==> config.mk <==
export PLATFORM = sky130hd
export DESIGN_NAME = weno5_queue
export DESIGN_NICKNAME = d
export VERILOG_FILES = /design/src/weno5_pkg.sv /design/src/weno5_queue.sv
export SDC_FILE = /design/constraint.sdc
export NUM_CORES = 1
export LEC_CHECK = 0
export ABC_AREA = 1
export BUFFER_PORTS_ARGS = -buffer_cell sky130_fd_sc_hd__clkbuf_2
export CORE_ASPECT_RATIO = 0.8
export CORE_MARGIN = 5
export CORE_UTILIZATION = 52
export DETAILED_ROUTE_END_ITERATION = 6
export PLACE_DENSITY = 0.79
export SETUP_SLACK_MARGIN = 0.2
export SLEW_MARGIN = 20
export SYNTH_ARGS = -nofsm -noshare
export SYNTH_HDL_FRONTEND = slang
export SYNTH_SLANG_ARGS = --single-unit
==> constraint.sdc <==
create_clock -name clk -period 10.5 [get_ports clk]
set_input_delay 0.525 -clock clk [delete_from_list [all_inputs] [get_ports clk]]
set_output_delay 0.525 -clock clk [all_outputs]
set_load 0.03 [all_outputs]
==> src/weno5_pkg.sv <==
// ---------------------------------------------------------------------------
// weno5_pkg
// Shared widths, codes, types and the linear weight table for the WENO5
// face state reconstruction block.
// ---------------------------------------------------------------------------
package weno5_pkg;

  localparam int SAMPLE_W    = 32;
  localparam int FRAC_BITS   = 24;
  localparam int RATIO_BITS  = 30;
  localparam int WEIGHT_BITS = 24;
  localparam int WIN_DEPTH   = 6;
  localparam int STENCIL     = 5;
  localparam int FILL_W      = 3;
  localparam int Q_DEPTH     = 2;

  // internal arithmetic widths
  localparam int DIFF_W  = 35;
  localparam int NUM_W   = 37;
  localparam int SQ_W    = 46;
  localparam int BETA_W  = 47;
  localparam int B_W     = 48;
  localparam int DEN_W   = 49;
  localparam int REM_W   = 50;
  localparam int DIV_W   = 50;
  localparam int STEP_W  = 6;
  localparam int RATIO_W = 31;
  localparam int TERM_W  = 32;
  localparam int A_W     = 34;
  localparam int SUM_W   = 35;
  localparam int W_W     = 25;
  localparam int ACC_W   = 62;

  // divide by three, 16-bit digits through a reciprocal multiply
  localparam int DIV3_W       = 48;
  localparam int DIV3_DIGIT_W = 16;
  localparam int DIV3_V_W     = 18;
  localparam int DIV3_SHIFT   = 19;
  localparam logic [DIV3_V_W-1:0] DIV3_RECIP  = 18'd174763;
  localparam logic [1:0]          DIV3_DIGITS = 2'd3;

  // configuration port
  localparam int EPS_W       = 25;
  localparam int CFG_INDEX_W = 8;
  localparam int CFG_DATA_W  = 32;
  localparam logic [CFG_INDEX_W-1:0] CFG_WEIGHT_MODE = 8'd0;
  localparam logic [CFG_INDEX_W-1:0] CFG_EPSILON     = 8'd1;
  localparam logic [EPS_W-1:0]       EPS_RESET       = 25'd17;
  localparam logic WMODE_JS = 1'b0;
  localparam logic WMODE_Z  = 1'b1;

  typedef logic signed [SAMPLE_W-1:0] sample_t;
  typedef sample_t [WIN_DEPTH-1:0] window_t;

  typedef struct packed {
    logic              full;
    logic              empty;
  } q_stat_t;

  typedef struct packed {
    logic              start;
    logic [REM_W-1:0]  rem;
    logic [DEN_W-1:0]  den;
    logic [STEP_W-1:0] steps;
  } div_req_t;

  typedef struct packed {
    logic             busy;
    logic             done;
    logic [DIV_W-1:0] quo;
  } div_rsp_t;

  // linear weights 1/10, 6/10, 3/10 as integer numerators
  function automatic logic [2:0] lin_weight(input logic [1:0] k);
    logic [2:0] g;
    case (k)
      2'd0:    g = 3'd1;
      2'd1:    g = 3'd6;
      2'd2:    g = 3'd3;
      default: g = 3'd0;
    endcase
    return g;
  endfunction

endpackage

==> src/weno5_queue.sv <==
// ---------------------------------------------------------------------------
// weno5_queue
// Two-entry queue of window snapshots between the front and back parts.
// ---------------------------------------------------------------------------
module weno5_queue (
  input  logic                clk,
  input  logic                rst,
  input  logic                push,
  input  weno5_pkg::window_t  wdata,
  input  logic                pop,
  output weno5_pkg::window_t  rdata,
  output weno5_pkg::q_stat_t  stat
);
  import weno5_pkg::*;

  window_t    slot [Q_DEPTH];
  logic       wr_ptr;
  logic       rd_ptr;
  logic [1:0] count;

  always_ff @(posedge clk) begin
    if (push) begin
      slot[wr_ptr] <= wdata;
    end
  end

  always_ff @(posedge clk) begin
    if (rst) begin
      wr_ptr <= 1'b0;
      rd_ptr <= 1'b0;
      count  <= '0;
    end else begin
      if (push) begin
        wr_ptr <= ~wr_ptr;
      end
      if (pop) begin
        rd_ptr <= ~rd_ptr;
      end
      count <= count + {1'b0, push} - {1'b0, pop};
    end
  end

  assign rdata      = slot[rd_ptr];
  assign stat.full  = (count == 2'(Q_DEPTH));
  assign stat.empty = (count == 2'd0);

  assert property (@(posedge clk) disable iff (rst) push |-> !stat.full)
    else $error("push into full queue");

endmodule

---- Yosys cells after proc, flatten, opt, wreduce, memory -nomap -nowiden ----
Memories as Yosys holds them, arrays and structs flattened. A register that Yosys moved wholly into a read port is not among the register bits.
Cells that the tools add are included.
W data, S select, Z words.
word-level totals
  RAM bits ................................ 384
  bits in registers ....................... 4
  output and inout port bits .............. 194
  bits of input ports ..................... 196
  memories kept ........................... 1
  logic and storage cells ................. 14
memories
  memory  depth  width  read ports  clocked after Yosys merged registers in  write ports  line               text
  slot    2      192    1           1                                        1            weno5_queue.sv:16  window_t slot [Q_DEPTH];
operators by class
  reductions and logical operators ........ 1
  equal/unequal tests ..................... 1
  multiplexer cells ....................... 4
  add/subtract/negate cells ............... 2
  bitwise gates (word level) .............. 2
operators with widths
  operator              count
  $mux W1               4
  $add A2 B1 Y2         1
  $eq A2 B2 Y1 const B  1
  $logic_not A2 Y1      1
  $not A1 Y1            2
  $sub A2 B1 Y2         1

---- Longest topological paths before layout ----
  depth in word-level cells ............... 3
  gate-level depth with buffers ........... 9
  mapped depth without buffers ............ 9

---- Least setup slack after synthesis ----
Ideal clock, no wire load.
  kind .................................... input to register
  from .................................... in push
  to ...................................... mem slot[0][0] (netlist name), enable pin
  required time ........................... 9.747 ns
  path slack .............................. 1.159 ns
  stages .................................. 2
  setup time .............................. 0.753 ns
  buffers on the path ..................... 0
  arrival time ............................ 8.589 ns
  cells stage by stage .................... inv_1 > nor2_1
on the way
  longest elaborated chain between the ends .. 2
RTL lines
  what                           line               text
  from (decl)                    weno5_queue.sv:8   input logic push,
  $mux W1                        weno5_queue.sv:22  if (push) begin
  $mux W1 (not written as such)  weno5_queue.sv:23  slot[wr_ptr] <= wdata;
  to (decl)                      weno5_queue.sv:16
Every way passes these cells.

==> flow_metrics.tcl <==
set metrics [dict create \
    maxSlewViolCount 0 \
    power.internal_w 0.00269 \
    post_cts_resized 0 \
    hold_viol 0 \
    vias 7271 \
    drive_above_1_share_pct 59.9 \
    switchingPower_w 0.000855 \
    setup_viol 0 \
    place_ws_ps 7540 \
    holdCritPathClass "in2reg" \
    die_w_microns 194 \
    yosys.area.top_type "edfxtp_1" \
    ioPinCount 390 \
    min_to "slot[0][134]$_DFFE_PP_" \
    path_max_fanout 78 \
    swShare_pct 24.1 \
    fin_crit_sh_pct 32.8 \
    overflow 0 \
    p_seq_share_pct 51.6 \
    clock_sinks 389 \
    peakVddDrop_mv 0.163 \
    cts_setup_buffers 0 \
    synth_compound_area_share_pct 0.0354 \
    tightest_slew_ps 1070 \
    start_kind "flop" \
    cts_hold_buf 0 \
    reg2reg_depth 3 \
    cpMaxStageDelayCell "buf_4" \
    synth_area_sq_um 14100 \
    drc 0 \
    cp.arrival_ps 2920 \
    ys_types 13 \
    die_area_sq_um 30600 \
    initial_utilization_pct 52.3 \
    finalPower_w 0.00355 \
    antenna_cells 0 \
    grtUsageTotal_pct 18.0 \
    synth_top_family_by_area "multiplexers" \
    synth_top_area_share_pct 81.5 \
    antenna_found_initial 0 \
    fin_crit_ps 3450 \
    nNetsFinal 1241 \
    timing.rr.start "wr_ptr$_SDFFE_PP0P_" \
    numCtsBuffers 38 \
    combPwrFrac_pct 13.0 \
    stdcell_area_sq_um 17500 \
    syn2layout_area_growth_pct 24.0 \
    rsz0062_at_grt "false" \
    syn_nets 826 \
    viasPerCell 5.07 \
    cts_max_path_buffers 3 \
    power_frac_clock_pct 35.5 \
    port_buffers 389 \
    yosysWarnings 0 \
    post_drt_wl_per_cell_microns 20.0 \
    grt_pass1_vias 7668 \
    fmax_ghz 0.290 \
    power_leakage_nw 6.66 \
    muxShareOfSynthArea_pct 15.3 \
    status "complete, no violations" \
    place_area_sq_um 16400 \
    fin_skew_ps 12.3 \
    ant_nets 0 \
    hpwl_microns 19900 \
    ys_seq_area_share_pct 82.2 \
    tns_ps 0 \
    first_pass_iters 4 \
    gp_congestion 0.844 \
    clk_pin_slew_ps 60 \
    p_per_area_nw_per_um2 202 \
    die-height_microns 158 \
    drt_first_iter_violations 354 \
    htreeDepth 2 \
    synth_area_leaders "edfxtp_1, mux2_2, buf_6" \
    grt_pass1_wl_microns 42700 \
    cp_top_family "buffers and inverters" \
    cts_root_buffer "clkbuf_16" \
    slew_headroom_pct 28.9 \
    cts_tree "done" \
    num_rows 54 \
    path_buf_inv 2 \
    crit_path_end_kind "output pin" \
    cp_cell_sequence "buf_4 -> mux2_2 -> clkbuf_2" \
    syn-mean-instance-area_sq_um 22.5 \
    crit_required_ps 9980 \
    routed_wl_microns 28700 \
    max_stage_delay_ps 860 \
    clkLatencyLatePin_ps 500 \
    holdWs_ps 206 \
    critical_path_class "reg2out" \
    worstHoldPathCells 1 \
    n_fill_cell 1851 \
    synthSimpleGateAreaFrac_pct 0.389 \
    worstReg2RegEnd "slot[0][101]$_DFFE_PP_" \
    grt_max_degree 80 \
    syn_inst 628 \
    drv_cap 0 \
    synth_xor_area_share_pct 0.0619 \
    coreArea_sq_um 27000 \
    hp-start "wdata[134]" \
    ys_ff_latch 389 \
    synth_adder_area_share_pct 0.177 \
    layout_setup_ws_ps 7050 \
    r2r_slack_ps 7990 \
]
-- sequential cells by signal, summed over array words and instances, names as in the netlist, named ones only --
name    count
count       2
rd_ptr      1
wr_ptr      1
slot      384
-- worst max-delay path by stage --
| stage | from | slack (ps) | to | cells after the start |
|---|---|---|---|---|
| CTS | flop | 6990 | rdata[108] | 3 |
| finish | flop | 7050 | rdata[108] | 3 |
| global placement | flop | 7550 | rdata[69] | 3 |
| detailed placement | flop | 7540 | rdata[69] | 3 |
| global route | flop | 6910 | rdata[108] | 3 |
| floorplan | push | 1160 | slot[0][0]$_DFFE_PP_ | 2 |
-- logic make-up (layout without fill, tap and decap cells) --
family / Yosys count / in the layout
AOI/OAI and AO/OA: 1 / 1
xor gates and xnor gates: 1 / 1
adders and majority gates: 2 / 2
buffers and inverters: 29 / 472
DFF: 389 / 389
muxes: 192 / 192
and+or+nand+nor: 14 / 14
-- final cells by class --
class,instances,area [sq um],area share (%)
sequential,389,11600,66.3
multi-input combinational,210,2260,12.9
timing repair buffer,396,2000,11.4
clock buffer,50,1020,5.80
tap,364,455,2.60
clock inverter,18,138,0.785
inverter,8,35.0,0.200
-- placed cells by master (no fill, tap or decap), drive strengths merged --
master	synthesis	routed
nand2	4	4
edfxtp	384	384
ha	2	2
nand3	1	1
mux2	192	192
clkinvlp	0	1
xnor2	1	1
nor2	8	8
dfxtp	5	5
clkbuf	0	439
nor3	1	1
bufinv	0	2
clkinv	0	14
a21oi	1	1
inv	8	9
buf	21	7
-- power by group through the flow --
stage	logic (W)	clock network [W]	registers (W)
3_5_place_dp	0.000465	0	0.00186
3_3_place_gp	0.000457	0	0.00186
4_1_cts	0.000467	0.00129	0.00183
2_1_floorplan	0.000329	0	0.00186
6_report	0.000459	0.00126	0.00183
5_1_grt	0.000487	0.00136	0.00183
-- synthesized netlist by cell type, drive strengths merged --
library cell and n:
edfxtp 384, mux2 192, buf 21, inv 8, nor2 8, dfxtp 5
nand2 4, ha 2, a21oi 1, nand3 1, nor3 1, xnor2 1
-- worst register-to-register path, stage by stage, from the launching register on --
cell     delay, ps
dfxtp_1        350
nor2_4         420
buf_4          410
buf_4          820
-- per-stage QoR --
stage / utilization [%] / instances
detailed placement: 60.6 / 1367
finish: 64.9 / 1435
CTS: 64.9 / 1435
floorplan: - / 628
global route: 64.9 / 1435
global placement: 60.6 / 1367
-- per-layer routing --
metal,share of wire [%],GRT usage [%]
met1,40,23.4
met2,49,29.9
met3,8.5,5.50
met4,2.1,4.99
met5,0,0
Power figures use the tool's default switching activity.
