===== config.mk =====
export PLATFORM = sky130hd
export DESIGN_NAME = weno5_front_flat
export DESIGN_NICKNAME = d
export VERILOG_FILES = /design/src/weno5_pkg.sv /design/src/weno5_if.sv /design/src/weno5_front.sv /design/src/flat_wrapper.sv
export SDC_FILE = /design/constraint.sdc
export NUM_CORES = 1
export LEC_CHECK = 0
export ABC_AREA = 1
export BUFFER_PORTS_ARGS = -buffer_cell sky130_fd_sc_hd__buf_2
export CELL_PAD_IN_SITES_DETAIL_PLACEMENT = 1
export CELL_PAD_IN_SITES_GLOBAL_PLACEMENT = 2
export CORE_ASPECT_RATIO = 0.8
export CORE_MARGIN = 10
export CORE_UTILIZATION = 28
export DETAILED_ROUTE_END_ITERATION = 8
export PLACE_DENSITY_LB_ADDON = 0.3
export SYNTH_ARGS = -nofsm -noshare
export SYNTH_HDL_FRONTEND = slang
export SYNTH_SLANG_ARGS = --single-unit

===== constraint.sdc =====
create_clock -name clk -period 3.1 [get_ports clk]
set_input_delay 0.62 -clock clk [delete_from_list [all_inputs] [get_ports clk]]
set_output_delay 0.62 -clock clk [all_outputs]
set_load 0.01 [all_outputs]

===== src/weno5_pkg.sv =====
// ---------------------------------------------------------------------------
// weno5_pkg
// Shared widths, codes, types and the linear weight table for the WENO5
// face state reconstruction block.
// ---------------------------------------------------------------------------
package weno5_pkg;

  localparam int SAMPLE_W    = 32;
  localparam int FRAC_BITS   = 24;
  localparam int RATIO_BITS  = 30;
  localparam int WEIGHT_BITS = 24;
  localparam int WIN_DEPTH   = 6;
  localparam int STENCIL     = 5;
  localparam int FILL_W      = 3;
  localparam int Q_DEPTH     = 2;

  // internal arithmetic widths
  localparam int DIFF_W  = 35;
  localparam int NUM_W   = 37;
  localparam int SQ_W    = 46;
  localparam int BETA_W  = 47;
  localparam int B_W     = 48;
  localparam int DEN_W   = 49;
  localparam int REM_W   = 50;
  localparam int DIV_W   = 50;
  localparam int STEP_W  = 6;
  localparam int RATIO_W = 31;
  localparam int TERM_W  = 32;
  localparam int A_W     = 34;
  localparam int SUM_W   = 35;
  localparam int W_W     = 25;
  localparam int ACC_W   = 62;

  // divide by three, 16-bit digits through a reciprocal multiply
  localparam int DIV3_W       = 48;
  localparam int DIV3_DIGIT_W = 16;
  localparam int DIV3_V_W     = 18;
  localparam int DIV3_SHIFT   = 19;
  localparam logic [DIV3_V_W-1:0] DIV3_RECIP  = 18'd174763;
  localparam logic [1:0]          DIV3_DIGITS = 2'd3;

  // configuration port
  localparam int EPS_W       = 25;
  localparam int CFG_INDEX_W = 8;
  localparam int CFG_DATA_W  = 32;
  localparam logic [CFG_INDEX_W-1:0] CFG_WEIGHT_MODE = 8'd0;
  localparam logic [CFG_INDEX_W-1:0] CFG_EPSILON     = 8'd1;
  localparam logic [EPS_W-1:0]       EPS_RESET       = 25'd17;
  localparam logic WMODE_JS = 1'b0;
  localparam logic WMODE_Z  = 1'b1;

  typedef logic signed [SAMPLE_W-1:0] sample_t;
  typedef sample_t [WIN_DEPTH-1:0] window_t;

  typedef struct packed {
    logic              full;
    logic              empty;
  } q_stat_t;

  typedef struct packed {
    logic              start;
    logic [REM_W-1:0]  rem;
    logic [DEN_W-1:0]  den;
    logic [STEP_W-1:0] steps;
  } div_req_t;

  typedef struct packed {
    logic             busy;
    logic             done;
    logic [DIV_W-1:0] quo;
  } div_rsp_t;

  // linear weights 1/10, 6/10, 3/10 as integer numerators
  function automatic logic [2:0] lin_weight(input logic [1:0] k);
    logic [2:0] g;
    case (k)
      2'd0:    g = 3'd1;
      2'd1:    g = 3'd6;
      2'd2:    g = 3'd3;
      default: g = 3'd0;
    endcase
    return g;
  endfunction

endpackage


===== src/weno5_if.sv =====
// ---------------------------------------------------------------------------
// weno5 channel interfaces
// Cell input stream, face result stream and configuration write channel.
// ---------------------------------------------------------------------------
interface weno5_cell_if;
  logic                                  valid;
  logic                                  ready;
  logic signed [weno5_pkg::SAMPLE_W-1:0] cell_value;
  logic                                  line_start;
  modport source (output valid, cell_value, line_start, input ready);
  modport sink   (input valid, cell_value, line_start, output ready);
endinterface



===== src/weno5_front.sv =====
// ---------------------------------------------------------------------------
// weno5_front
// Accepts cells, keeps the six-cell window and fill count, and queues a
// window snapshot for every cell that leaves the six-cell window full.
// ---------------------------------------------------------------------------
module weno5_front (
  input  logic                clk,
  input  logic                rst,
  weno5_cell_if.sink          cells,
  input  weno5_pkg::q_stat_t  q_stat,
  output logic                q_push,
  output weno5_pkg::window_t  q_wdata
);
  import weno5_pkg::*;

  window_t           win;
  window_t           win_next;
  logic [FILL_W-1:0] fill;
  logic [FILL_W-1:0] fill_next;
  logic              accept;

  assign cells.ready = !q_stat.full;
  assign accept      = cells.valid && cells.ready;

  always_comb begin
    // oldest cell at index 0, newest enters at the top
    win_next = {cells.cell_value, win[WIN_DEPTH-1:1]};
    if (cells.line_start) begin
      fill_next = FILL_W'(1);
    end else if (fill < FILL_W'(WIN_DEPTH)) begin
      fill_next = fill + FILL_W'(1);
    end else begin
      fill_next = fill;
    end
  end

  assign q_push  = accept && (fill_next == FILL_W'(WIN_DEPTH));
  assign q_wdata = win_next;

  always_ff @(posedge clk) begin
    if (rst) begin
      win  <= '0;
      fill <= '0;
    end else if (accept) begin
      win  <= win_next;
      fill <= fill_next;
    end
  end

  assert property (@(posedge clk) disable iff (rst) fill <= FILL_W'(WIN_DEPTH))
    else $error("fill count beyond window depth");

endmodule


===== src/flat_wrapper.sv =====
// flat-port wrapper written by rule: the top's interface ports become plain ports
module weno5_front_flat import weno5_pkg::*;
  (clk, rst, q_stat, q_push, q_wdata, cells_valid, cells_cell_value, cells_line_start, cells_ready);
  weno5_cell_if cells_i ();
  input  logic clk;
  input  logic rst;
  input  weno5_pkg::q_stat_t q_stat;
  output logic q_push;
  output weno5_pkg::window_t q_wdata;
  input wire logic [$bits(cells_i.valid)-1:0] cells_valid;
  input wire logic [$bits(cells_i.cell_value)-1:0] cells_cell_value;
  input wire logic [$bits(cells_i.line_start)-1:0] cells_line_start;
  output wire logic [$bits(cells_i.ready)-1:0] cells_ready;
  assign cells_i.valid = cells_valid;
  assign cells_i.cell_value = cells_cell_value;
  assign cells_i.line_start = cells_line_start;
  assign cells_ready = cells_i.ready;
  weno5_front u_core (.clk(clk), .rst(rst), .cells(cells_i), .q_stat(q_stat), .q_push(q_push), .q_wdata(q_wdata));
endmodule

## Yosys cells after proc, flatten, opt, wreduce, memory -nomap -nowiden

Cells that the tools add are included.

| operators by class | value |
|---|---|
| add/subtract/negate cells | 1 |
| $mul | 0 |
| div/mod/pow operators | 0 |
| order comparisons | 1 |
| equal/unequal tests | 1 |
| shift operators | 0 |
| muxes and demuxes | 2 |
| bitwise operators | 0 |
| reduce and logical (&&, ||, !) cells | 3 |

Operator list:

| operator | number |
|---|---|
| 2-to-1 mux 3 bit | 2 |
| adder 3 x 1 -> 3 bit (second input constant) | 1 |
| == test 3 bit (second input constant) | 1 |
| < comparator 3 bit (second input constant) | 1 |
| logical AND 1 bit | 2 |
| logical NOT 1 bit | 1 |

| word-level totals | value |
|---|---|
| register bits after elaboration | 163 |
| bits in latches | 0 |
| bits in writable memories | 0 |
| ROM bits | 0 |
| word-level logic and storage cells | 14 |
| memories | 0 |

## Logic depth before layout (Yosys ltp)

Gate-level depths: netlist of the first run.

| depth | value |
|---|---|
| depth after elaboration | 5 |
| depth in mapped cells | 7 |

## Worst setup path after synthesis of the first run

Ideal clock, no wire load.

| timing path | value |
|---|---|
| path type | input to output |
| from | input q_stat[1] in the netlist's numbering |
| to | output q_push |
| arrival time | 1343 ps |
| required time | 2480 ps |
| setup slack | 1137 ps |
| stages | 7 |
| buffers on the path | 2 |
| cell sequence | inv_2 nand2_2 buf_6 buf_6 nor2_2 nand2_1 nor2_1 |

| between the ends | value |
|---|---|
| word-level cells in the longest chain between the ends | 3 |

RTL lines:

| what | RTL line | text |
|---|---|---|
| start, declared | flat_wrapper.sv:7 | `input weno5_pkg::q_stat_t q_stat;` |
| logical NOT 1 bit | weno5_front.sv:22 | `assign cells.ready = !q_stat.full;` |
| logical AND 1 bit | weno5_front.sv:23 | `assign accept = cells.valid && cells.ready;` |
| logical AND 1 bit | weno5_front.sv:37 | `assign q_push = accept && (fill_next == FILL_W'(WIN_DEPTH));` |
| end, declared | flat_wrapper.sv:8 | `output logic q_push;` |

Every way passes these cells.

## Worst setup path after layout of the first run

| timing path | value |
|---|---|
| from | register u_core.fill[0] |
| to | output q_push |

| between the ends | value |
|---|---|
| word-level cells in the longest chain between the ends | 5 |

RTL lines:

| what | RTL line | text |
|---|---|---|
| start, declared | weno5_front.sv:18 | `logic [FILL_W-1:0] fill;` |
| start signal, assigned | weno5_front.sv:46 | `fill <= fill_next;` |
| adder 3 x 1 -> 3 bit / < comparator 3 bit (equally long branches) | weno5_front.sv:31, weno5_front.sv:30 |  |
| 2-to-1 mux 3 bit (*) | weno5_front.sv:30 | `end else if (fill < FILL_W'(WIN_DEPTH)) begin` |
| 2-to-1 mux 3 bit (*) | weno5_front.sv:28 | `if (cells.line_start) begin` |
| == test 3 bit (*) | weno5_front.sv:37 |  |
| logical AND 1 bit (*) | weno5_front.sv:37 |  |

Mark *: on every way between the ends. The rest lies on a longest branch, timed or not.

==> impl_metrics.py, run 1 <==
metrics = {
    "finish": {
        "fillers": 2599,
        "diodes": 0,
        "drive_gt1_frac": 0.2950,
        "fin_util": 0.3672,
        "nets": 975,
        "syn2layout_area_growth_pct": 28.44,
    },
    "sta": {
        "hold_slack_ns": 0.4116,
        "finalCritPeriodShare": 0.6911,
        "fin_ws_ns": 0.9576,
        "slew_violations": 0,
        "tightest_slew_ns": 0.6915,
        "timing.slew.headroom": 0.5390,
        "layout_min_cycle_time_ns": 2.142,
        "setup_violations": 0,
        "fmax_mhz": 466.8,
        "fin_setup_tns_ns": 0,
        "hold_viol_final": 0,
        "rsz0062_at_grt": "no",
        "worst_clock_skew_ns": 0.01068,
    },
    "clocking": {
        "cts-resized-gates": 0,
        "cts-htree-levels": 4,
        "cts_buffers": 17,
        "cts-root-buf": "clkbuf_16",
        "cts_tree": "done",
        "holdBufCountCts": 0,
        "clock_sinks": 163,
        "clkTransAtPathRegs_ns": 0.06,
        "postCtsSetupRepairBufs": 0,
        "clock_latency_ns": 0.42,
        "clockBufferDepth": 2,
    },
    "drt": {
        "vias_per_cell": 4.278,
        "wl_per_cell_um": 16.52,
        "antenna_left": 0,
        "vias": 5210,
        "drt-initial-drc-count": 238,
        "drt-pass1-iter-count": 4,
        "wl_mm": 20.12,
        "drc": 0,
    },
    "synth": {
        "syn_inst": 757,
        "synth_cell_types": 16,
        "synth_top_area_frac": 0.5482,
        "yosysSeqAreaShare": 0.5482,
        "synth_area_leaders": "dfxtp_1 (55%), nor2_1 (20%), o21ai_0 (7.7%)",
        "synth_area_mm2": 0.005952,
        "syn_area_per_cell_um2": 7.863,
        "synth_top_area_cell": "dfxtp_1",
        "ys_ff_latch": 163,
        "synth_warnings": 0,
        "syn-num-nets": 796,
    },
    "pwr": {
        "vdd_drop_max_v": 0.0002683,
        "p_per_area_mw_per_mm2": 662.8,
        "power.total_w": 0.005067,
        "p_leak_nw": 3.614,
    },
    "run_status": {
        "status": "complete, no violations",
    },
    "worst_setup_path": {
        "crit_path_top_delay_cell": "dfxtp_1",
        "crit_chain": "ha_1 > nor2_1 > nor2_1 > nand2_1 > nor2_1 > buf_2",
        "worstPathRequired_ns": 2.48,
        "arrival_ns": 1.52,
        "cp_max_fo": 4,
        "end_kind": "primary output",
        "cp_common_cell": "nor2_1",
        "cp-start-kind": "register",
        "slowest_delay_ns": 0.34,
        "path_class": "register to primary output",
    },
    "global_routing": {
        "antenna_found_initial": 1,
        "grt-ovfl-total": 0,
        "grt_max_degree": 74,
        "grt.total_usage": 0.1447,
        "grt_pass1_vias": 5328,
        "grt_pass1_wl_mm": 31.31,
    },
    "floorplan": {
        "core_area_mm2": 0.02082,
        "die_w_um": 183.0,
        "die_y_um": 150.4,
        "ios": 232,
        "initial_core_util": 0.2859,
        "dieArea_mm2": 0.02752,
        "rows": 47,
    },
    "placement": {
        "portBuffers": 230,
        "place_congestion": 0.7188,
        "place_ws_ns": 1.106,
        "hpwl_mm": 14.85,
    },
    "worst_hold_path": {
        "hp-class": "input port to register",
    },
    "flow_run": {
        "timing.max_cap.violations": 0,
    },
}
state kept, by name, indices dropped and copies added, names as in the netlist:
| signal | flops |
|---|---|
| u_core.q_wdata | 160 |
| u_core.fill | 3 |
critical path: cells and delay by family (launching register included):
kind / cells / cell delay [ns]
flops: 1 / 0.34
simple gates: 4 / 0.33
fa+ha+maj: 1 / 0.28
buf+inv: 1 / 0.15
through the flow:
| stage | instances | cell area (µm²) |
|---|---|---|
| floorplan | 757 | 5952 |
| global route | 1218 | 7645 |
| finish | 1218 | 7645 |
| global placement | 1186 | 7053 |
| CTS | 1218 | 7645 |
| detailed placement | 1186 | 7053 |
kinds of logic (layout without fill, tap and decap cells):
family,count (synthesis),count (layout),share of synthesized area
flops,163,163,0.5482
buf+inv,92,284,0.09817
compound gates,164,164,0.1379
simple gates,337,337,0.2136
fa+ha+maj,1,1,0.002102
placed cells by master, fill, tap and decap left out:
master | synthesis | layout
nor2_1 | 325 | 325
buf_2 | 32 | 230
dfxtp_1 | 163 | 163
o21ai_0 | 92 | 92
o21ai_1 | 70 | 70
clkbuf_16 | 0 | 17
buf_4 | 35 | 10
nand2_1 | 9 | 9
inv_1 | 5 | 5
inv_6 | 0 | 4
clkinvlp_4 | 0 | 4
buf_12 | 0 | 4
a21oi_1 | 2 | 2
clkinv_2 | 0 | 2
bufinv_16 | 0 | 2
inv_8 | 0 | 2
inv_2 | 3 | 1
nand3_1 | 1 | 1
nand2_4 | 0 | 1
nor2_2 | 1 | 1
inv_4 | 0 | 1
ha_1 | 1 | 1
clkbuf_1 | 8 | 1
clkbuf_8 | 0 | 1
area by class of cell:
type                       instances  area [µm²]  share of cell area
sequential                       163        3263              0.4268
inverter                           8       37.54            0.004910
clock buffer                      19       442.9             0.05794
multi-input combinational        502        2110              0.2759
tap                              269       336.6             0.04403
clock inverter                    13       148.9             0.01948
timing repair buffer             244        1306              0.1709
cells in the mapped netlist:
cell type	n
nor2_1	325
dfxtp_1	163
o21ai_0	92
o21ai_1	70
buf_4	35
buf_2	32
buf_6	9
nand2_1	9
clkbuf_1	8
inv_1	5
inv_2	3
a21oi_1	2
ha_1	1
nand2_2	1
nand3_1	1
nor2_2	1
path summary, 6_finish.rpt:
path | depth (start not counted) | start | slack [ns] | end
worst min-delay path | 2 | rst | 0.41 | u_core.fill[2]
worst min register to register | 2 | u_core.q_wdata[27] | 0.48 | u_core.q_wdata[27]
worst max register to register | 5 | u_core.fill[0] | 2.06 | u_core.fill[1]
worst max-delay path | 6 | u_core.fill[0] | 0.96 | q_push
routing by layer:
metal	track usage	part of all wire	wire length [µm]
met5	0	0	0
met4	0.03804	0.0055	111
met3	0.05130	0.063	1260
met2	0.2056	0.41	8334
met1	0.2020	0.52	10410
power by group:
group / switching [W] / internal, W / leakage (nW) / total [W]
Combinational: 0.000377 / 0.000234 / 1.99 / 0.000611
Clock: 0.000903 / 0.00122 / 0.280 / 0.00213
Sequential: 0.000101 / 0.00223 / 1.34 / 0.00233
(Power assumes the default switching activity.)
==> inputs of run 2 (changes only) <==
- ABC_AREA: 1 -> 0
- CORE_UTILIZATION: 28 -> 26
- clock period: 3.1 -> 2.1 ns (I/O delays scaled with it)
==> run 2 against run 1 <==
Net effect: via count is 2.7% higher; setup slack got worse by 0.91 ns; worst hold slack got worse by 0.16 ns; sequential power increased by 36%; synthesized cell count fell by 0.79%; design area grew 1.9%; routed wire length increased by 6.6%; critical path depth shrank 1; global-route usage is 0.41 points lower; clock-buffer cell count unchanged; die area up 7.3%; synthesized area grew 0.57%.
==> impl_metrics.py, run 2 <==
metrics = {
    "run_status": {
        "status": "complete, no violations",
    },
    "drt": {
        "wl_per_cell_um": 17.23,
        "antenna_left": 0,
        "vias_per_cell": 4.298,
        "drt-pass1-iter-count": 4,
        "wl_mm": 21.45,
        "drc": 0,
        "vias": 5351,
        "drt-initial-drc-count": 286,
    },
    "synth": {
        "syn-num-nets": 790,
        "synth_area_mm2": 0.005986,
        "synth_top_area_cell": "dfxtp_1",
        "syn_inst": 751,
        "yosysSeqAreaShare": 0.5452,
        "ys_ff_latch": 163,
        "syn_area_per_cell_um2": 7.970,
        "synth_warnings": 0,
        "yosys-top-cells-count": "nand2_1 (323), a21oi_1 (163), dfxtp_1 (163)",
        "synth_area_leaders": "dfxtp_1 (55%), nand2_1 (20%), a21oi_1 (14%)",
        "synth_most_common_cell": "nand2_1",
        "synth_cell_types": 21,
        "synth-edff-count": 0,
        "ys.flop_type": "dfxtp_1",
        "synthArstFlopShare": 0,
        "synth_top_area_frac": 0.5452,
    },
    "worst_setup_path": {
        "crit_chain": "ha_4 > nand2_4 > nor4b_4 > o21a_1 > buf_2",
        "worstPathRequired_ns": 1.68,
        "slowest_delay_ns": 0.35,
        "cp_num_cells": 5,
        "cp-start-kind": "register",
        "arrival_ns": 1.64,
        "end_kind": "primary output",
        "cp_max_fo": 3,
        "path_class": "register to primary output",
        "path_delay_family": "flip-flops",
        "crit_path_top_delay_cell": "dfxtp_4",
        "path_buf_inv": 1,
        "ff2ff_path_depth": 3,
    },
    "finish": {
        "nets": 968,
        "final_cell_mix": "nand2_1 (322), buf_2 (229), a21oi_1 (163), dfxtp_1 (161), clkbuf_16 (17)",
        "largest_reg_flops": 160,
        "fillers": 2806,
        "syn2layout_area_growth_pct": 30.12,
        "drive_gt1_frac": 0.3003,
        "layout_commonest_cell": "nand2_1",
        "finalNonFillerCells": 1245,
        "diodes": 0,
    },
    "clocking": {
        "holdBufCountCts": 0,
        "clock_sinks": 163,
        "cts-root-buf": "clkbuf_16",
        "cts_tree": "done",
        "cts_buffers": 17,
        "clockBufferDepth": 2,
        "clock_latency_ns": 0.42,
        "clkTransAtPathRegs_ns": 0.07,
        "cts-htree-levels": 4,
    },
    "placement": {
        "place_congestion": 0.7168,
        "hpwl_mm": 15.11,
        "portBuffers": 230,
        "placedCellCount": 1211,
    },
    "floorplan": {
        "rows": 49,
        "ios": 232,
        "die_y_um": 155.7,
        "die_w_um": 189.6,
        "core_area_mm2": 0.02256,
        "dieArea_mm2": 0.02953,
        "initial_core_util": 0.2653,
    },
    "pwr": {
        "vdd_drop_max_v": 0.0005329,
        "p_leak_nw": 3.277,
        "p_per_area_mw_per_mm2": 866.1,
    },
    "global_routing": {
        "grt_pass1_vias": 5345,
        "grt_pass1_wl_mm": 32.71,
        "grt-ovfl-total": 0,
        "grt.total_usage": 0.1407,
        "grt_max_degree": 76,
        "antenna_found_initial": 0,
    },
    "sta": {
        "layout_min_cycle_time_ns": 2.056,
        "fmax_mhz": 486.3,
        "finalCritPeriodShare": 0.9791,
        "slew_violations": 0,
        "fin_setup_tns_ns": 0,
        "worst_clock_skew_ns": 0.008340,
        "rsz0062_at_grt": "yes",
        "hold_viol_final": 0,
        "timing.slew.headroom": 0.6881,
        "setup_violations": 0,
        "tightest_slew_ns": 0.4669,
    },
    "flow_run": {
        "timing.max_cap.violations": 0,
    },
    "worst_hold_path": {
        "hold_depth": 3,
        "hp-class": "input port to register",
    },
}
## run 2: cell count changes in the layout (fill, tap and decap cells not counted), moves of 3 or more
cell,previous run,this run
a21oi_1,2,163
buf_12,4,7
inv_6,4,0
nand2_1,9,322
nor2_1,325,0
o21ai_0,92,1
o21ai_1,70,0
## run 2: repair_timing
item                                   in CTS  in global routing
gates cloned                                0                  0
pin swaps                                   2                  3
endpoints found under the hold margin       0                  0
resized for setup                           8                  3
setup buffers                               0                  5
setup endpoints to repair                   1                  1
## run 2: metrics by stage
step	power, W	hold WS, ns	worst slack, ns	utilization	cell area [µm²]
2_1_floorplan	0.003522	0.4805	0.5780	-	5986
3_3_place_gp	0.003682	0.4408	0.4184	0.3157	7122
3_5_place_dp	0.003682	0.4453	0.3832	0.3157	7122
4_1_cts	0.006852	0.2230	0.002307	0.3428	7735
5_1_grt	0.007041	0.2237	-0.05221	0.3452	7789
6_report	0.006745	0.2468	0.04379	0.3452	7789
## run 2: kinds of logic after synthesis
family,after synthesis,share of synthesized area
and+or+nand+nor,329,0.2097
AOI/OAI and AO/OA,169,0.1440
DFF,163,0.5452
buffers and inverters,89,0.09908
adders and majority gates,1,0.002090
## run 2: power breakdown
| part | switching, W | internal [W] | total [W] |
|---|---|---|---|
| Clock | 0.00126 | 0.00188 | 0.00314 |
| Sequential | 0.0000358 | 0.00313 | 0.00317 |
| Combinational | 0.000295 | 0.000145 | 0.000440 |
## run 2: layout make-up
cell class | count | area, µm² | area share
clock inverter | 10 | 136.4 | 0.01751
tap | 306 | 382.9 | 0.04916
clock buffer | 19 | 442.9 | 0.05687
inverter | 3 | 11.26 | 0.001446
timing repair buffer | 245 | 1358 | 0.1743
multi-input combinational | 499 | 2187 | 0.2808
sequential | 163 | 3271 | 0.4199
## run 2: worst paths after layout
path	from	end	slack (ns)
setup / recovery	u_core.fill[0]	q_push	0.04
hold / removal	cells_cell_value[12]	u_core.q_wdata[140]	0.25
setup reg to reg	u_core.fill[1]	u_core.fill[2]	1.00
hold reg to reg	u_core.q_wdata[22]	u_core.q_wdata[22]	0.45
## run 2: worst min-delay path: stages
cell and delay, ns:
buf_2 0.10, nand2_1 0.05, a21oi_1 0.05
## run 2: routing by layer
| layer | GRT usage | vias up | routed length [µm] |
|---|---|---|---|
| met4 | 0.03282 | 0 | 169 |
| met1 | 0.1988 | 2464 | 10630 |
| met3 | 0.05451 | 10 | 1695 |
| met2 | 0.1948 | 145 | 8953 |
| li1 | - | 2732 | - |
| met5 | 0 | - | 0 |
