--- config.mk ---
export PLATFORM = sky130hd
export DESIGN_NAME = weno5_div
export DESIGN_NICKNAME = d
export VERILOG_FILES = /design/src/weno5_pkg.sv /design/src/weno5_div.sv
export SDC_FILE = /design/constraint.sdc
export NUM_CORES = 1
export LEC_CHECK = 0
export BUFFER_PORTS_ARGS = -buffer_cell sky130_fd_sc_hd__buf_4
export CAP_MARGIN = 0
export CORE_ASPECT_RATIO = 0.75
export CORE_MARGIN = 5
export CORE_UTILIZATION = 43
export CTS_CLUSTER_DIAMETER = 50
export DETAILED_ROUTE_END_ITERATION = 8
export GPL_TIMING_DRIVEN = 0
export PLACE_DENSITY = 0.65
export SLEW_MARGIN = 20
export SYNTH_ARGS = -nofsm -noshare
export SYNTH_HDL_FRONTEND = slang
export SYNTH_SLANG_ARGS = --single-unit
--- constraint.sdc ---
create_clock -name clk -period 3.2 [get_ports clk]
set_input_delay 0.16 -clock clk [delete_from_list [all_inputs] [get_ports clk]]
set_output_delay 0.16 -clock clk [all_outputs]
set_load 0.02 [all_outputs]
--- src/weno5_pkg.sv ---
// ---------------------------------------------------------------------------
// weno5_pkg
// Shared widths, codes, types and the linear weight table for the WENO5
// face state reconstruction block.
// ---------------------------------------------------------------------------
package weno5_pkg;

  localparam int SAMPLE_W    = 32;
  localparam int FRAC_BITS   = 24;
  localparam int RATIO_BITS  = 30;
  localparam int WEIGHT_BITS = 24;
  localparam int WIN_DEPTH   = 6;
  localparam int STENCIL     = 5;
  localparam int FILL_W      = 3;
  localparam int Q_DEPTH     = 2;

  // internal arithmetic widths
  localparam int DIFF_W  = 35;
  localparam int NUM_W   = 37;
  localparam int SQ_W    = 46;
  localparam int BETA_W  = 47;
  localparam int B_W     = 48;
  localparam int DEN_W   = 49;
  localparam int REM_W   = 50;
  localparam int DIV_W   = 50;
  localparam int STEP_W  = 6;
  localparam int RATIO_W = 31;
  localparam int TERM_W  = 32;
  localparam int A_W     = 34;
  localparam int SUM_W   = 35;
  localparam int W_W     = 25;
  localparam int ACC_W   = 62;

  // divide by three, 16-bit digits through a reciprocal multiply
  localparam int DIV3_W       = 48;
  localparam int DIV3_DIGIT_W = 16;
  localparam int DIV3_V_W     = 18;
  localparam int DIV3_SHIFT   = 19;
  localparam logic [DIV3_V_W-1:0] DIV3_RECIP  = 18'd174763;
  localparam logic [1:0]          DIV3_DIGITS = 2'd3;

  // configuration port
  localparam int EPS_W       = 25;
  localparam int CFG_INDEX_W = 8;
  localparam int CFG_DATA_W  = 32;
  localparam logic [CFG_INDEX_W-1:0] CFG_WEIGHT_MODE = 8'd0;
  localparam logic [CFG_INDEX_W-1:0] CFG_EPSILON     = 8'd1;
  localparam logic [EPS_W-1:0]       EPS_RESET       = 25'd17;
  localparam logic WMODE_JS = 1'b0;
  localparam logic WMODE_Z  = 1'b1;

  typedef logic signed [SAMPLE_W-1:0] sample_t;
  typedef sample_t [WIN_DEPTH-1:0] window_t;

  typedef struct packed {
    logic              full;
    logic              empty;
  } q_stat_t;

  typedef struct packed {
    logic              start;
    logic [REM_W-1:0]  rem;
    logic [DEN_W-1:0]  den;
    logic [STEP_W-1:0] steps;
  } div_req_t;

  typedef struct packed {
    logic             busy;
    logic             done;
    logic [DIV_W-1:0] quo;
  } div_rsp_t;

  // linear weights 1/10, 6/10, 3/10 as integer numerators
  function automatic logic [2:0] lin_weight(input logic [1:0] k);
    logic [2:0] g;
    case (k)
      2'd0:    g = 3'd1;
      2'd1:    g = 3'd6;
      2'd2:    g = 3'd3;
      default: g = 3'd0;
    endcase
    return g;
  endfunction

endpackage

--- src/weno5_div.sv ---
// ---------------------------------------------------------------------------
// weno5_div
// Shared bit-serial restoring divider for fractions, one quotient bit per
// cycle: the remainder starts at the numerator and zeros are shifted in.
// ---------------------------------------------------------------------------
module weno5_div (
  input  logic                clk,
  input  logic                rst,
  input  weno5_pkg::div_req_t req,
  output weno5_pkg::div_rsp_t rsp
);
  import weno5_pkg::*;

  logic              busy;
  logic              done;
  logic [STEP_W-1:0] cnt;
  logic [REM_W-1:0]  rem;
  logic [DIV_W-1:0]  quo;
  logic [DEN_W-1:0]  den;
  logic [REM_W-1:0]  trial;
  logic              fits;

  always_comb begin
    trial = {rem[REM_W-2:0], 1'b0};
    fits  = (trial >= {1'b0, den});
  end

  always_ff @(posedge clk) begin
    if (rst) begin
      busy <= 1'b0;
      done <= 1'b0;
      cnt  <= '0;
    end else begin
      done <= 1'b0;
      if (req.start) begin
        busy <= 1'b1;
        cnt  <= req.steps;
      end else if (busy) begin
        cnt <= cnt - STEP_W'(1);
        if (cnt == STEP_W'(1)) begin
          busy <= 1'b0;
          done <= 1'b1;
        end
      end
    end
  end

  always_ff @(posedge clk) begin
    if (req.start) begin
      rem <= req.rem;
      den <= req.den;
      quo <= '0;
    end else if (busy) begin
      rem <= fits ? (trial - {1'b0, den}) : trial;
      quo <= {quo[DIV_W-2:0], fits};
    end
  end

  assign rsp.busy = busy;
  assign rsp.done = done;
  assign rsp.quo  = quo;

endmodule

# After elaboration in Yosys (flattened, before gate mapping)
# Cells that the tools add are included.
dict set report classes {
  addsub 2
  order_cmp 1
  n_eq_ne 1
  mux 9
  bitwise_logic 1
  n_reduce_logical 2
}
# op count
set op_table {}
lappend op_table {{2-to-1 mux 49 bit} 3}
lappend op_table {{>= comparator 50 x 49 -> 1 bit} 1}
lappend op_table {{subtractor 49 bit} 1}
lappend op_table {{2-to-1 mux 6 bit} 2}
lappend op_table {{equality test 6 x 1 -> 1 bit, second input constant} 1}
lappend op_table {{subtractor 6 x 1 -> 6 bit, second input constant} 1}
lappend op_table {{2-to-1 mux 1 bit} 4}
lappend op_table {{OR reduction 3 bit} 1}
lappend op_table {{nonzero test 2 bit} 1}
lappend op_table {{NOT 1 bit} 1}
dict set report word_totals {
  regBits 156
  input_bits 108
  output_inout_bits 52
  word_cells 22
}

# Depth between registers and ports, before layout
# Gate-level depths: netlist of run 1.
dict set report logic_depth {
  word_depth 4
  mapped_depth 15
  ltp_nobuf 11
}

# Worst setup path after synthesis of run 1
# OpenSTA, ideal clock, no wires.
dict set report synth_timing {
  path_kind {reg2reg}
  startpoint {register den[0]}
  endpoint {register rem[22] (data pin)}
  setup_ns 0.260
  arrival_ns 3.235
  required_time_ns 2.940
  setup_slack_ns -0.295
  path_stages_with_launch 13
  n_path_buf 2
  synth_period_minus_slack_ns 3.495
  cell_sequence {edfxtp_1 -> fa_1 -> nor2b_1 -> o2111ai_2 -> a211oi_2 -> a311oi_4 -> o41ai_4 -> a31o_4 -> a41o_1 -> buf_6 -> buf_6 -> mux2_4 -> mux2_2}
}
dict set report synth_between {
  elab_chain_cells 4
  elab_cells_between_ends 5
  classes_between {1 x add/sub; 1 x order compare; 3 x mux}
}
# element line
set synth_rtl {}
lappend synth_rtl {{start, declared} weno5_div.sv:19} ;# logic [DEN_W-1:0] den;
lappend synth_rtl {{start signal, assigned} weno5_div.sv:51} ;# den <= req.den;
lappend synth_rtl {{subtractor 49 bit / >= comparator 50 x 49 -> 1 bit (equally long branches)} {weno5_div.sv:54, weno5_div.sv:25}}
lappend synth_rtl {{2-to-1 mux 49 bit *} weno5_div.sv:54} ;# rem <= fits ? (trial - {1'b0, den}) : trial;
lappend synth_rtl {{2-to-1 mux 49 bit *} weno5_div.sv:53} ;# end else if (busy) begin
lappend synth_rtl {{2-to-1 mux 49 bit *} weno5_div.sv:49} ;# if (req.start) begin
lappend synth_rtl {{end signal, assigned} weno5_div.sv:50} ;# rem <= req.rem;
lappend synth_rtl {{end signal, assigned} weno5_div.sv:54}
lappend synth_rtl {{end, declared} weno5_div.sv:17} ;# logic [REM_W-1:0] rem;
# Mark *: on every way between the ends. The rest lies on a longest branch, timed or not. The select of a mux whose other input is x is not followed.
# A chain may end at the register's enable or synchronous reset.

# Worst setup path in the final report of run 1
dict set report layout_timing {
  startpoint {register rem[9]}
  endpoint {register rem[3] (data pin)}
}
dict set report layout_between {
  elab_chain_cells 4
}
# element line
set layout_rtl {}
lappend layout_rtl {{>= comparator 50 x 49 -> 1 bit} weno5_div.sv:25} ;# fits = (trial >= {1'b0, den});
lappend layout_rtl {{2-to-1 mux 49 bit} weno5_div.sv:54}
lappend layout_rtl {{2-to-1 mux 49 bit} weno5_div.sv:53}
lappend layout_rtl {{2-to-1 mux 49 bit} weno5_div.sv:49}
# Every way passes these cells. The select of a mux whose other input is x is not followed.

==> results of run 1 <==
flip-flops by register name, summed over array words and instances (netlist names):
register  cells
rem          49
busy          1
quo          50
done          1
cnt           6
den          49
where the power goes:
group | switching (mW) | total (mW) | internal [mW] | leakage, nW
combinational | 3.05 | 6.43 | 3.38 | 3.98
sequential | 0.222 | 2.82 | 2.60 | 1.44
clock | 0.839 | 2.04 | 1.20 | 0.302
total | 4.11 | 11.3 | 7.18 | 5.72
critical path: cells and delay by family (launching register included):
kind            cells  cell delay [ns]
compound gates      5             1.11
mux                 2             0.58
flops               1             0.47
simple gates        2             0.45
fa+ha+maj           1             0.32
buf+inv             2             0.29
cells by family (layout without fill, tap and decap cells):
logic type / count (synthesis) / in the layout / share of synthesized area [%]
XOR/XNOR: 44 / 44 / 4.08
multiplexers: 112 / 112 / 13.1
buffers and inverters: 111 / 402 / 4.88
AND/OR/NAND/NOR: 257 / 257 / 14.1
flip-flops: 156 / 156 / 43.4
AO/OA/AOI/OAI: 186 / 186 / 13.5
adder cells (fa/ha/maj): 52 / 52 / 6.96
area by class of cell:
type / instances / area share [%]
plain buffers: 37 / 1.56
clock inverters: 6 / 0.330
well taps: 294 / 2.77
flip-flops and latches: 156 / 30.9
repair buffers: 272 / 17.7
inverters: 62 / 1.77
clock buffers: 25 / 4.16
multi-input cells: 651 / 40.8
metrics by stage:
stage / setup WS (ns) / util, % / instances / hold slack [ns]
finish: -0.272 / 60.7 / 1503 / 0.0285
global route: -0.319 / 60.7 / 1503 / 0.0175
CTS: -0.357 / 58.9 / 1489 / 0.00886
detailed placement: -0.816 / 50.4 / 1369 / 0.339
global placement: -0.905 / 50.4 / 1369 / 0.338
floorplan: -0.0942 / - / 918 / 0.259
metal layers:
metal / routed length, µm / vias up / share of wire [%]
met2: 11800 / 248 / 45
met5: 0 / - / 0
met3: 1480 / 32 / 5.6
met4: 352 / 0 / 1.3
li1: - / 3895 / -
met1: 12800 / 3787 / 48
repair_timing:
item,4_1_cts,5_1_grt
pin swaps,18,33
hold buffers,56,0
setup buffers,35,23
endpoints found under the setup margin,50,50
gates resized for setup,80,64
gates cloned,2,1
hold endpoints to repair,56,0
final timing paths:
| path | end | startpoint | slack [ns] |
|---|---|---|---|
| setup / recovery | rem[3] | rem[9] | -0.27 |
| hold / removal | rem[22] | req[77] | 0.03 |
| setup reg to reg | rem[3] | rem[9] | -0.27 |
| hold reg to reg | quo[17] | quo[16] | 0.52 |
layout by cell type (no fill, tap or decap), types with 5 or more instances in the layout:
master	count
sky130_fd_sc_hd__buf_4	195
sky130_fd_sc_hd__edfxtp_1	98
sky130_fd_sc_hd__nor2_1	92
sky130_fd_sc_hd__inv_1	59
sky130_fd_sc_hd__dfxtp_1	58
sky130_fd_sc_hd__dlygate4sd3_1	56
sky130_fd_sc_hd__a21oi_1	53
sky130_fd_sc_hd__mux2i_1	50
sky130_fd_sc_hd__nand2_1	44
sky130_fd_sc_hd__ha_1	38
sky130_fd_sc_hd__mux2_4	33
sky130_fd_sc_hd__xnor2_1	28
sky130_fd_sc_hd__mux2_2	27
sky130_fd_sc_hd__a21o_1	25
sky130_fd_sc_hd__o21ai_0	21
sky130_fd_sc_hd__clkbuf_16	21
sky130_fd_sc_hd__nor3_1	19
sky130_fd_sc_hd__clkbuf_1	17
sky130_fd_sc_hd__nor2b_1	16
sky130_fd_sc_hd__xor2_1	16
sky130_fd_sc_hd__nand4_1	15
sky130_fd_sc_hd__buf_6	14
sky130_fd_sc_hd__nand3_1	9
sky130_fd_sc_hd__nor3b_1	9
sky130_fd_sc_hd__a21oi_2	9
sky130_fd_sc_hd__buf_1	9
sky130_fd_sc_hd__a221o_1	8
sky130_fd_sc_hd__ha_4	8
sky130_fd_sc_hd__o21a_1	7
sky130_fd_sc_hd__a31oi_1	7
sky130_fd_sc_hd__clkbuf_2	6
sky130_fd_sc_hd__o21bai_1	6
sky130_fd_sc_hd__buf_8	6
sky130_fd_sc_hd__nor4b_4	6
sky130_fd_sc_hd__o211ai_1	5
sky130_fd_sc_hd__nand2b_1	5
sky130_fd_sc_hd__buf_12	5
sky130_fd_sc_hd__nor4_2	5
sky130_fd_sc_hd__ha_2	5
==> impl_metrics.prom, run 1 <==
# TYPE chip_impl_metric gauge
chip_impl_metric{name="register_area",unit="µm²"} 4100
chip_impl_metric{name="die_h",unit="µm"} 138
chip_impl_metric{name="fp.dieW",unit="µm"} 181
chip_impl_metric{name="power.total",unit="mW"} 11.3
chip_impl_metric{name="cts-root-to-sink-buffers",unit=""} 2
chip_impl_metric{name="dp_hpwl",unit="µm"} 18200
chip_impl_metric{name="placement.cell_area",unit="µm²"} 11000
chip_impl_metric{name="required",unit="ns"} 3.38
chip_impl_metric{name="detailedRoute.firstPassIterationCount",unit=""} 5
chip_impl_info{name="top_usage_layer",value="met2"} 1
chip_impl_metric{name="clk_pin_slew_worst_paths",unit="ns"} 0.07
chip_impl_metric{name="dieArea",unit="µm²"} 25100
chip_impl_metric{name="synth.ff_latch_count",unit=""} 156
chip_impl_metric{name="largest_net_degree_at_the_start_of_global_routing",unit=""} 51
chip_impl_metric{name="setup_ws",unit="ns"} -0.272
chip_impl_info{name="ys_top_cells_by_area",value="sky130_fd_sc_hd__edfxtp_1 (31%), sky130_fd_sc_hd__dfxtp_1 (12%), sky130_fd_sc_hd__ha_1 (6.8%), sky130_fd_sc_hd__mux2_2 (5.8%), sky130_fd_sc_hd__mux2i_1 (5.5%)"} 1
chip_impl_metric{name="clock_sinks",unit=""} 156
chip_impl_metric{name="routedWlPerCell",unit="µm"} 17.6
chip_impl_metric{name="cp_data_arrival_time",unit="ns"} 3.65
chip_impl_info{name="min-delay-path-class",value="in2reg"} 1
chip_impl_info{name="cts_root_buf",value="sky130_fd_sc_hd__clkbuf_16"} 1
chip_impl_metric{name="irDropWorstVdd",unit="V"} 0.000454
chip_impl_metric{name="synthDistinctLibCells",unit=""} 71
chip_impl_metric{name="initial_core_util",unit="%"} 43.2
chip_impl_metric{name="grt_pass1_wl",unit="µm"} 41500
chip_impl_metric{name="post_synth_inst_count",unit=""} 918
chip_impl_metric{name="slew_at_the_pin_closest_to_its_max_slew_limit",unit="ns"} 1.15
chip_impl_info{name="crit_path_end_kind",value="flop"} 1
chip_impl_metric{name="drtAntennaViolNets",unit=""} 0
chip_impl_metric{name="final_number_of_max_transition_violations",unit=""} 0
chip_impl_metric{name="h-tree-depth",unit=""} 4
chip_impl_info{name="rsz0062_at_grt",value="yes"} 1
chip_impl_metric{name="total_of_buffers_placed_on_input_and_output_ports",unit=""} 157
chip_impl_metric{name="fill_cells",unit=""} 1865
chip_impl_metric{name="highest_net_fanout_along_the_worst_path",unit=""} 6
chip_impl_metric{name="hold_depth",unit=""} 2
chip_impl_info{name="status",value="finished with violations"} 1
chip_impl_metric{name="fin_setup_tns",unit="ns"} -9.72
chip_impl_metric{name="grt_remaining_overflow",unit=""} 0
chip_impl_metric{name="insertion_delay",unit="ns"} 0.43
chip_impl_metric{name="post_synth_instance_area",unit="µm²"} 9450
chip_impl_metric{name="antenna_found_initial",unit=""} 0
chip_impl_info{name="post_synth_most_frequent_cells",value="sky130_fd_sc_hd__edfxtp_1 (98), sky130_fd_sc_hd__nor2_1 (94), sky130_fd_sc_hd__a21oi_1 (64), sky130_fd_sc_hd__inv_1 (62), sky130_fd_sc_hd__dfxtp_1 (58)"} 1
chip_impl_info{name="critical-path-top-cell-by-count",value="sky130_fd_sc_hd__mux2_4"} 1
chip_impl_metric{name="synth-edff-count",unit=""} 98
chip_impl_metric{name="yosys_warnings",unit=""} 0
chip_impl_metric{name="multi_input_comb_area",unit="µm²"} 5420
chip_impl_metric{name="count_of_inserted_antenna_diode_cells",unit=""} 0
chip_impl_info{name="timing.critical_path.slowest_stage_cell",value="sky130_fd_sc_hd__edfxtp_1"} 1
chip_impl_metric{name="fin_crit",unit="ns"} 3.47
chip_impl_metric{name="top_level_ports",unit=""} 160
chip_impl_info{name="violations",value="setup timing"} 1
chip_impl_metric{name="min_period_over_period",unit="%"} 109
chip_impl_metric{name="synthToLayoutAreaGrowth",unit="%"} 40.4
chip_impl_metric{name="finalWirelength",unit="µm"} 26400
chip_impl_info{name="synthDominantAreaCellType",value="sky130_fd_sc_hd__edfxtp_1"} 1
chip_impl_metric{name="hold_viol",unit=""} 0
chip_impl_metric{name="remaining_drc_errors",unit=""} 0
chip_impl_metric{name="detailedRoute.firstIterationViolations",unit=""} 587
chip_impl_metric{name="syn-mean-instance-area",unit="µm²"} 10.3
chip_impl_metric{name="max_cap_viol_count",unit=""} 0
chip_impl_metric{name="leakage",unit="nW"} 5.72
chip_impl_metric{name="use_met2",unit="%"} 31.1
chip_impl_metric{name="timing.clock.skew",unit="ns"} 0.00892
chip_impl_metric{name="numCtsBuffers",unit=""} 17
chip_impl_metric{name="async_reset_ff_share",unit="%"} 0
chip_impl_metric{name="timing.final.setup_violations",unit=""} 49
chip_impl_metric{name="avgViaCountPerCell",unit=""} 5.30
chip_impl_metric{name="place.gp.congestion",unit=""} 0.910
chip_impl_metric{name="met1_global_route_usage",unit="%"} 30.1
chip_impl_metric{name="drive_gt1_share",unit="%"} 32.7
chip_impl_info{name="tritoncts",value="built"} 1
chip_impl_metric{name="power_per_cell_area",unit="nW/µm²"} 851
chip_impl_info{name="critical_path.cell_chain",value="ha_4 > nand2_2 > or3_4 > a211oi_4 > a311oi_4 > o41ai_4 > a31o_4 > a41o_4 > buf_8 > buf_12 > mux2_4 > mux2_4"} 1
chip_impl_info{name="path_class",value="reg2reg"} 1
chip_impl_metric{name="grt_pass1_vias",unit=""} 7664
chip_impl_metric{name="num-nets-final",unit=""} 1357
chip_impl_metric{name="timing.reg2reg.worst_path_depth",unit=""} 12
chip_impl_metric{name="groute.usage.overall",unit="%"} 20.3
chip_impl_metric{name="synth_seq_area_share",unit="%"} 43.4
chip_impl_metric{name="core-area",unit="µm²"} 21900
chip_impl_metric{name="worst_slew_margin_rel",unit="%"} 23.5
chip_impl_metric{name="critical_path.max_stage_delay",unit="ns"} 0.47
chip_impl_metric{name="maxClockFrequency",unit="GHz"} 0.288
chip_impl_info{name="worst_setup_path_start_kind",value="flop"} 1
chip_impl_metric{name="routed-via-count",unit=""} 7962
chip_impl_metric{name="portion_of_synthesized_cell_area_occupied_by_the_leading_cell_type",unit="%"} 31.1
chip_impl_info{name="synthMostInstantiatedCell",value="sky130_fd_sc_hd__edfxtp_1"} 1
chip_impl_metric{name="synth_fp_nets",unit=""} 1078
chip_impl_metric{name="num_rows",unit=""} 47
chip_impl_metric{name="groute.layer.met3.usage",unit="%"} 3.76
chip_impl_metric{name="finalInstanceArea",unit="µm²"} 13300
chip_impl_info{name="synth_ff_type",value="sky130_fd_sc_hd__edfxtp_1"} 1
No activity file was read; power rests on OpenSTA's default activity.
==> run 2, diff against run 1 <==
- SKIP_LAST_GASP: unset -> 1
==> run 2 against run 1 <==
Worst setup slack better by 0.0033 ns; cell count down 0.20%; the run still ends with setup timing left; largest power group unchanged; final area down 0.44%; non-clock buffer count down 3; power down 0.73%; critical path depth unchanged; combinational power down 1%; maximum frequency about the same; worst hold slack worse by 0.0017 ns; wire length up 0.31%; critical endpoint is now rem[37]; via count up 0.60%; highest routed layer unchanged; die area unchanged.
==> impl_metrics.prom, run 2 (synthesized netlist as in run 1, its figures left out) <==
# TYPE chip_impl_metric gauge
chip_impl_info{name="status",value="finished with violations"} 1
chip_impl_info{name="violations",value="setup timing"} 1
chip_impl_metric{name="count_of_inserted_antenna_diode_cells",unit=""} 0
chip_impl_metric{name="cp_data_arrival_time",unit="ns"} 3.65
chip_impl_metric{name="h-tree-depth",unit=""} 4
chip_impl_metric{name="groute.usage.overall",unit="%"} 20.3
chip_impl_metric{name="min_period_over_period",unit="%"} 108
chip_impl_info{name="min-delay-path-class",value="in2reg"} 1
chip_impl_info{name="critical_path.cell_chain",value="ha_4 > nand2_4 > or3_4 > a211oi_4 > a311oi_4 > o41ai_4 > a31o_4 > a41o_4 > buf_8 > buf_12 > mux2_4 > mux2_2"} 1
chip_impl_metric{name="die_h",unit="µm"} 138
chip_impl_metric{name="finalWirelength",unit="µm"} 26500
chip_impl_metric{name="synthToLayoutAreaGrowth",unit="%"} 39.8
chip_impl_info{name="layout_commonest_cell",value="sky130_fd_sc_hd__buf_4"} 1
chip_impl_info{name="regMostFlops",value="quo"} 1
chip_impl_metric{name="finalInstanceArea",unit="µm²"} 13200
chip_impl_metric{name="num-nets-final",unit=""} 1354
chip_impl_metric{name="fin_setup_tns",unit="ns"} -10.51
chip_impl_info{name="tritoncts",value="built"} 1
chip_impl_metric{name="leakage",unit="nW"} 5.69
chip_impl_metric{name="setup_ws",unit="ns"} -0.269
chip_impl_metric{name="detailedRoute.firstPassIterationCount",unit=""} 5
chip_impl_metric{name="clk_pin_slew_worst_paths",unit="ns"} 0.07
chip_impl_metric{name="drtAntennaViolNets",unit=""} 0
chip_impl_info{name="most-common-layout-cells",value="sky130_fd_sc_hd__buf_4 (199), sky130_fd_sc_hd__edfxtp_1 (98), sky130_fd_sc_hd__nor2_1 (92), sky130_fd_sc_hd__inv_1 (59), sky130_fd_sc_hd__dfxtp_1 (58)"} 1
chip_impl_info{name="rsz0062_at_grt",value="yes"} 1
chip_impl_metric{name="hold_viol",unit=""} 0
chip_impl_metric{name="slew_at_the_pin_closest_to_its_max_slew_limit",unit="ns"} 1.08
chip_impl_metric{name="core-area",unit="µm²"} 21900
chip_impl_metric{name="antenna_found_initial",unit=""} 0
chip_impl_metric{name="worst_slew_margin_rel",unit="%"} 28.3
chip_impl_metric{name="numCtsBuffers",unit=""} 17
chip_impl_info{name="highest_layer",value="met4"} 1
chip_impl_metric{name="fin_crit",unit="ns"} 3.47
chip_impl_metric{name="placement.cell_area",unit="µm²"} 11000
chip_impl_metric{name="final_number_of_max_transition_violations",unit=""} 0
chip_impl_info{name="crit_path_end_kind",value="flop"} 1
chip_impl_metric{name="dp.cells",unit=""} 1369
chip_impl_metric{name="detailedRoute.firstIterationViolations",unit=""} 616
chip_impl_metric{name="drive_gt1_share",unit="%"} 32.5
chip_impl_metric{name="largest_net_degree_at_the_start_of_global_routing",unit=""} 51
chip_impl_metric{name="power.total",unit="mW"} 11.2
chip_impl_metric{name="met3_wirelength",unit="µm"} 1600
chip_impl_info{name="worst_setup_path_start_kind",value="flop"} 1
chip_impl_metric{name="timing.final.setup_violations",unit=""} 50
chip_impl_metric{name="critical_path.max_stage_delay",unit="ns"} 0.46
chip_impl_metric{name="num_rows",unit=""} 47
chip_impl_info{name="timing.critical_path.slowest_stage_cell",value="sky130_fd_sc_hd__edfxtp_1"} 1
chip_impl_metric{name="insertion_delay",unit="ns"} 0.43
chip_impl_metric{name="grt_pass1_wl",unit="µm"} 41300
chip_impl_metric{name="dieArea",unit="µm²"} 25100
chip_impl_metric{name="top_level_ports",unit=""} 160
chip_impl_metric{name="total_of_buffers_placed_on_input_and_output_ports",unit=""} 157
chip_impl_metric{name="place.gp.congestion",unit=""} 0.910
chip_impl_metric{name="highest_net_fanout_along_the_worst_path",unit=""} 6
chip_impl_metric{name="cts-root-to-sink-buffers",unit=""} 2
chip_impl_metric{name="power_per_cell_area",unit="nW/µm²"} 848
chip_impl_info{name="cts_root_buf",value="sky130_fd_sc_hd__clkbuf_16"} 1
chip_impl_metric{name="dp_hpwl",unit="µm"} 18200
chip_impl_metric{name="detailroute.wirelength.met2",unit="µm"} 11800
chip_impl_metric{name="met1_length",unit="µm"} 12700
chip_impl_info{name="largest_registers",value="quo x50, den x49, rem x49"} 1
chip_impl_metric{name="routedWlPerCell",unit="µm"} 17.6
chip_impl_metric{name="grt_remaining_overflow",unit=""} 0
chip_impl_metric{name="avgViaCountPerCell",unit=""} 5.34
chip_impl_metric{name="clock_sinks",unit=""} 156
chip_impl_metric{name="fp.dieW",unit="µm"} 181
chip_impl_metric{name="required",unit="ns"} 3.38
chip_impl_info{name="path_class",value="reg2reg"} 1
chip_impl_metric{name="routed-via-count",unit=""} 8010
chip_impl_metric{name="grt_pass1_vias",unit=""} 7629
chip_impl_metric{name="irDropWorstVdd",unit="V"} 0.000476
chip_impl_metric{name="worstPathBufferInverterCount",unit=""} 2
chip_impl_metric{name="initial_core_util",unit="%"} 43.2
chip_impl_metric{name="remaining_drc_errors",unit=""} 0
chip_impl_metric{name="maxClockFrequency",unit="GHz"} 0.288
chip_impl_info{name="critical_path.top_delay_family",value="compound AO/OA/AOI/OAI gates"} 1
chip_impl_metric{name="fin_cells",unit=""} 1500
chip_impl_metric{name="max_cap_viol_count",unit=""} 0
chip_impl_metric{name="largest_register_ff_count",unit=""} 50
chip_impl_metric{name="timing.clock.skew",unit="ns"} 0.0113
[run 2: cell count changes in the layout (fill, tap and decap cells not counted), moves of 3 or more]
cell	previous run	this run
sky130_fd_sc_hd__nand2_2	3	0
sky130_fd_sc_hd__nor3b_1	9	4
sky130_fd_sc_hd__buf_6	14	8
sky130_fd_sc_hd__buf_4	195	199
sky130_fd_sc_hd__nor3b_2	0	5
[run 2: routing by layer]
layer	GRT usage [%]	vias to the layer above
li1	-	3892
met1	29.8	3832
met2	30.5	255
met3	4.33	31
met4	5.21	0
met5	0	-
[run 2: what timing repair did]
item,4_1_cts,5_1_grt
endpoints found under the hold margin,56,0
resized for setup,62,72
endpoints found under the setup margin,50,50
cloned,2,1
pin swaps,18,29
setup buffers,35,23
hold buffers,56,0
[run 2: power by group]
part / switching, mW / internal [mW]
registers: 0.222 / 2.60
logic: 3.02 / 3.32
clock network: 0.843 / 1.20
total: 4.09 / 7.12
[run 2: per-stage QoR]
stage	utilization (%)	hold WS (ns)	setup WS, ns
final	60.4	0.0268	-0.269
after global routing	60.4	0.0139	-0.331
after CTS	58.6	0.00886	-0.357
after detailed placement	50.4	0.339	-0.816
after global placement	50.4	0.338	-0.905
after floorplan	-	0.259	-0.0942
[run 2: layout make-up]
type	instances	area (µm²)
Tap cell	294	368
Clock inverter	6	43.8
Fill cell	1873	8660
Timing Repair Buffer	272	2330
Clock buffer	25	552
Sequential cell	156	4100
Buffer	34	193
Multi-Input combinational cell	651	5390
Inverter	62	235
[run 2: worst paths after layout]
path	from	endpoint	slack (ns)	cells past startpoint
hold reg to reg	quo[16]	quo[16]	0.52	2
setup reg to reg	rem[10]	rem[37]	-0.27	12
hold / removal	req[77]	rem[22]	0.03	2
setup / recovery	rem[10]	rem[37]	-0.27	12
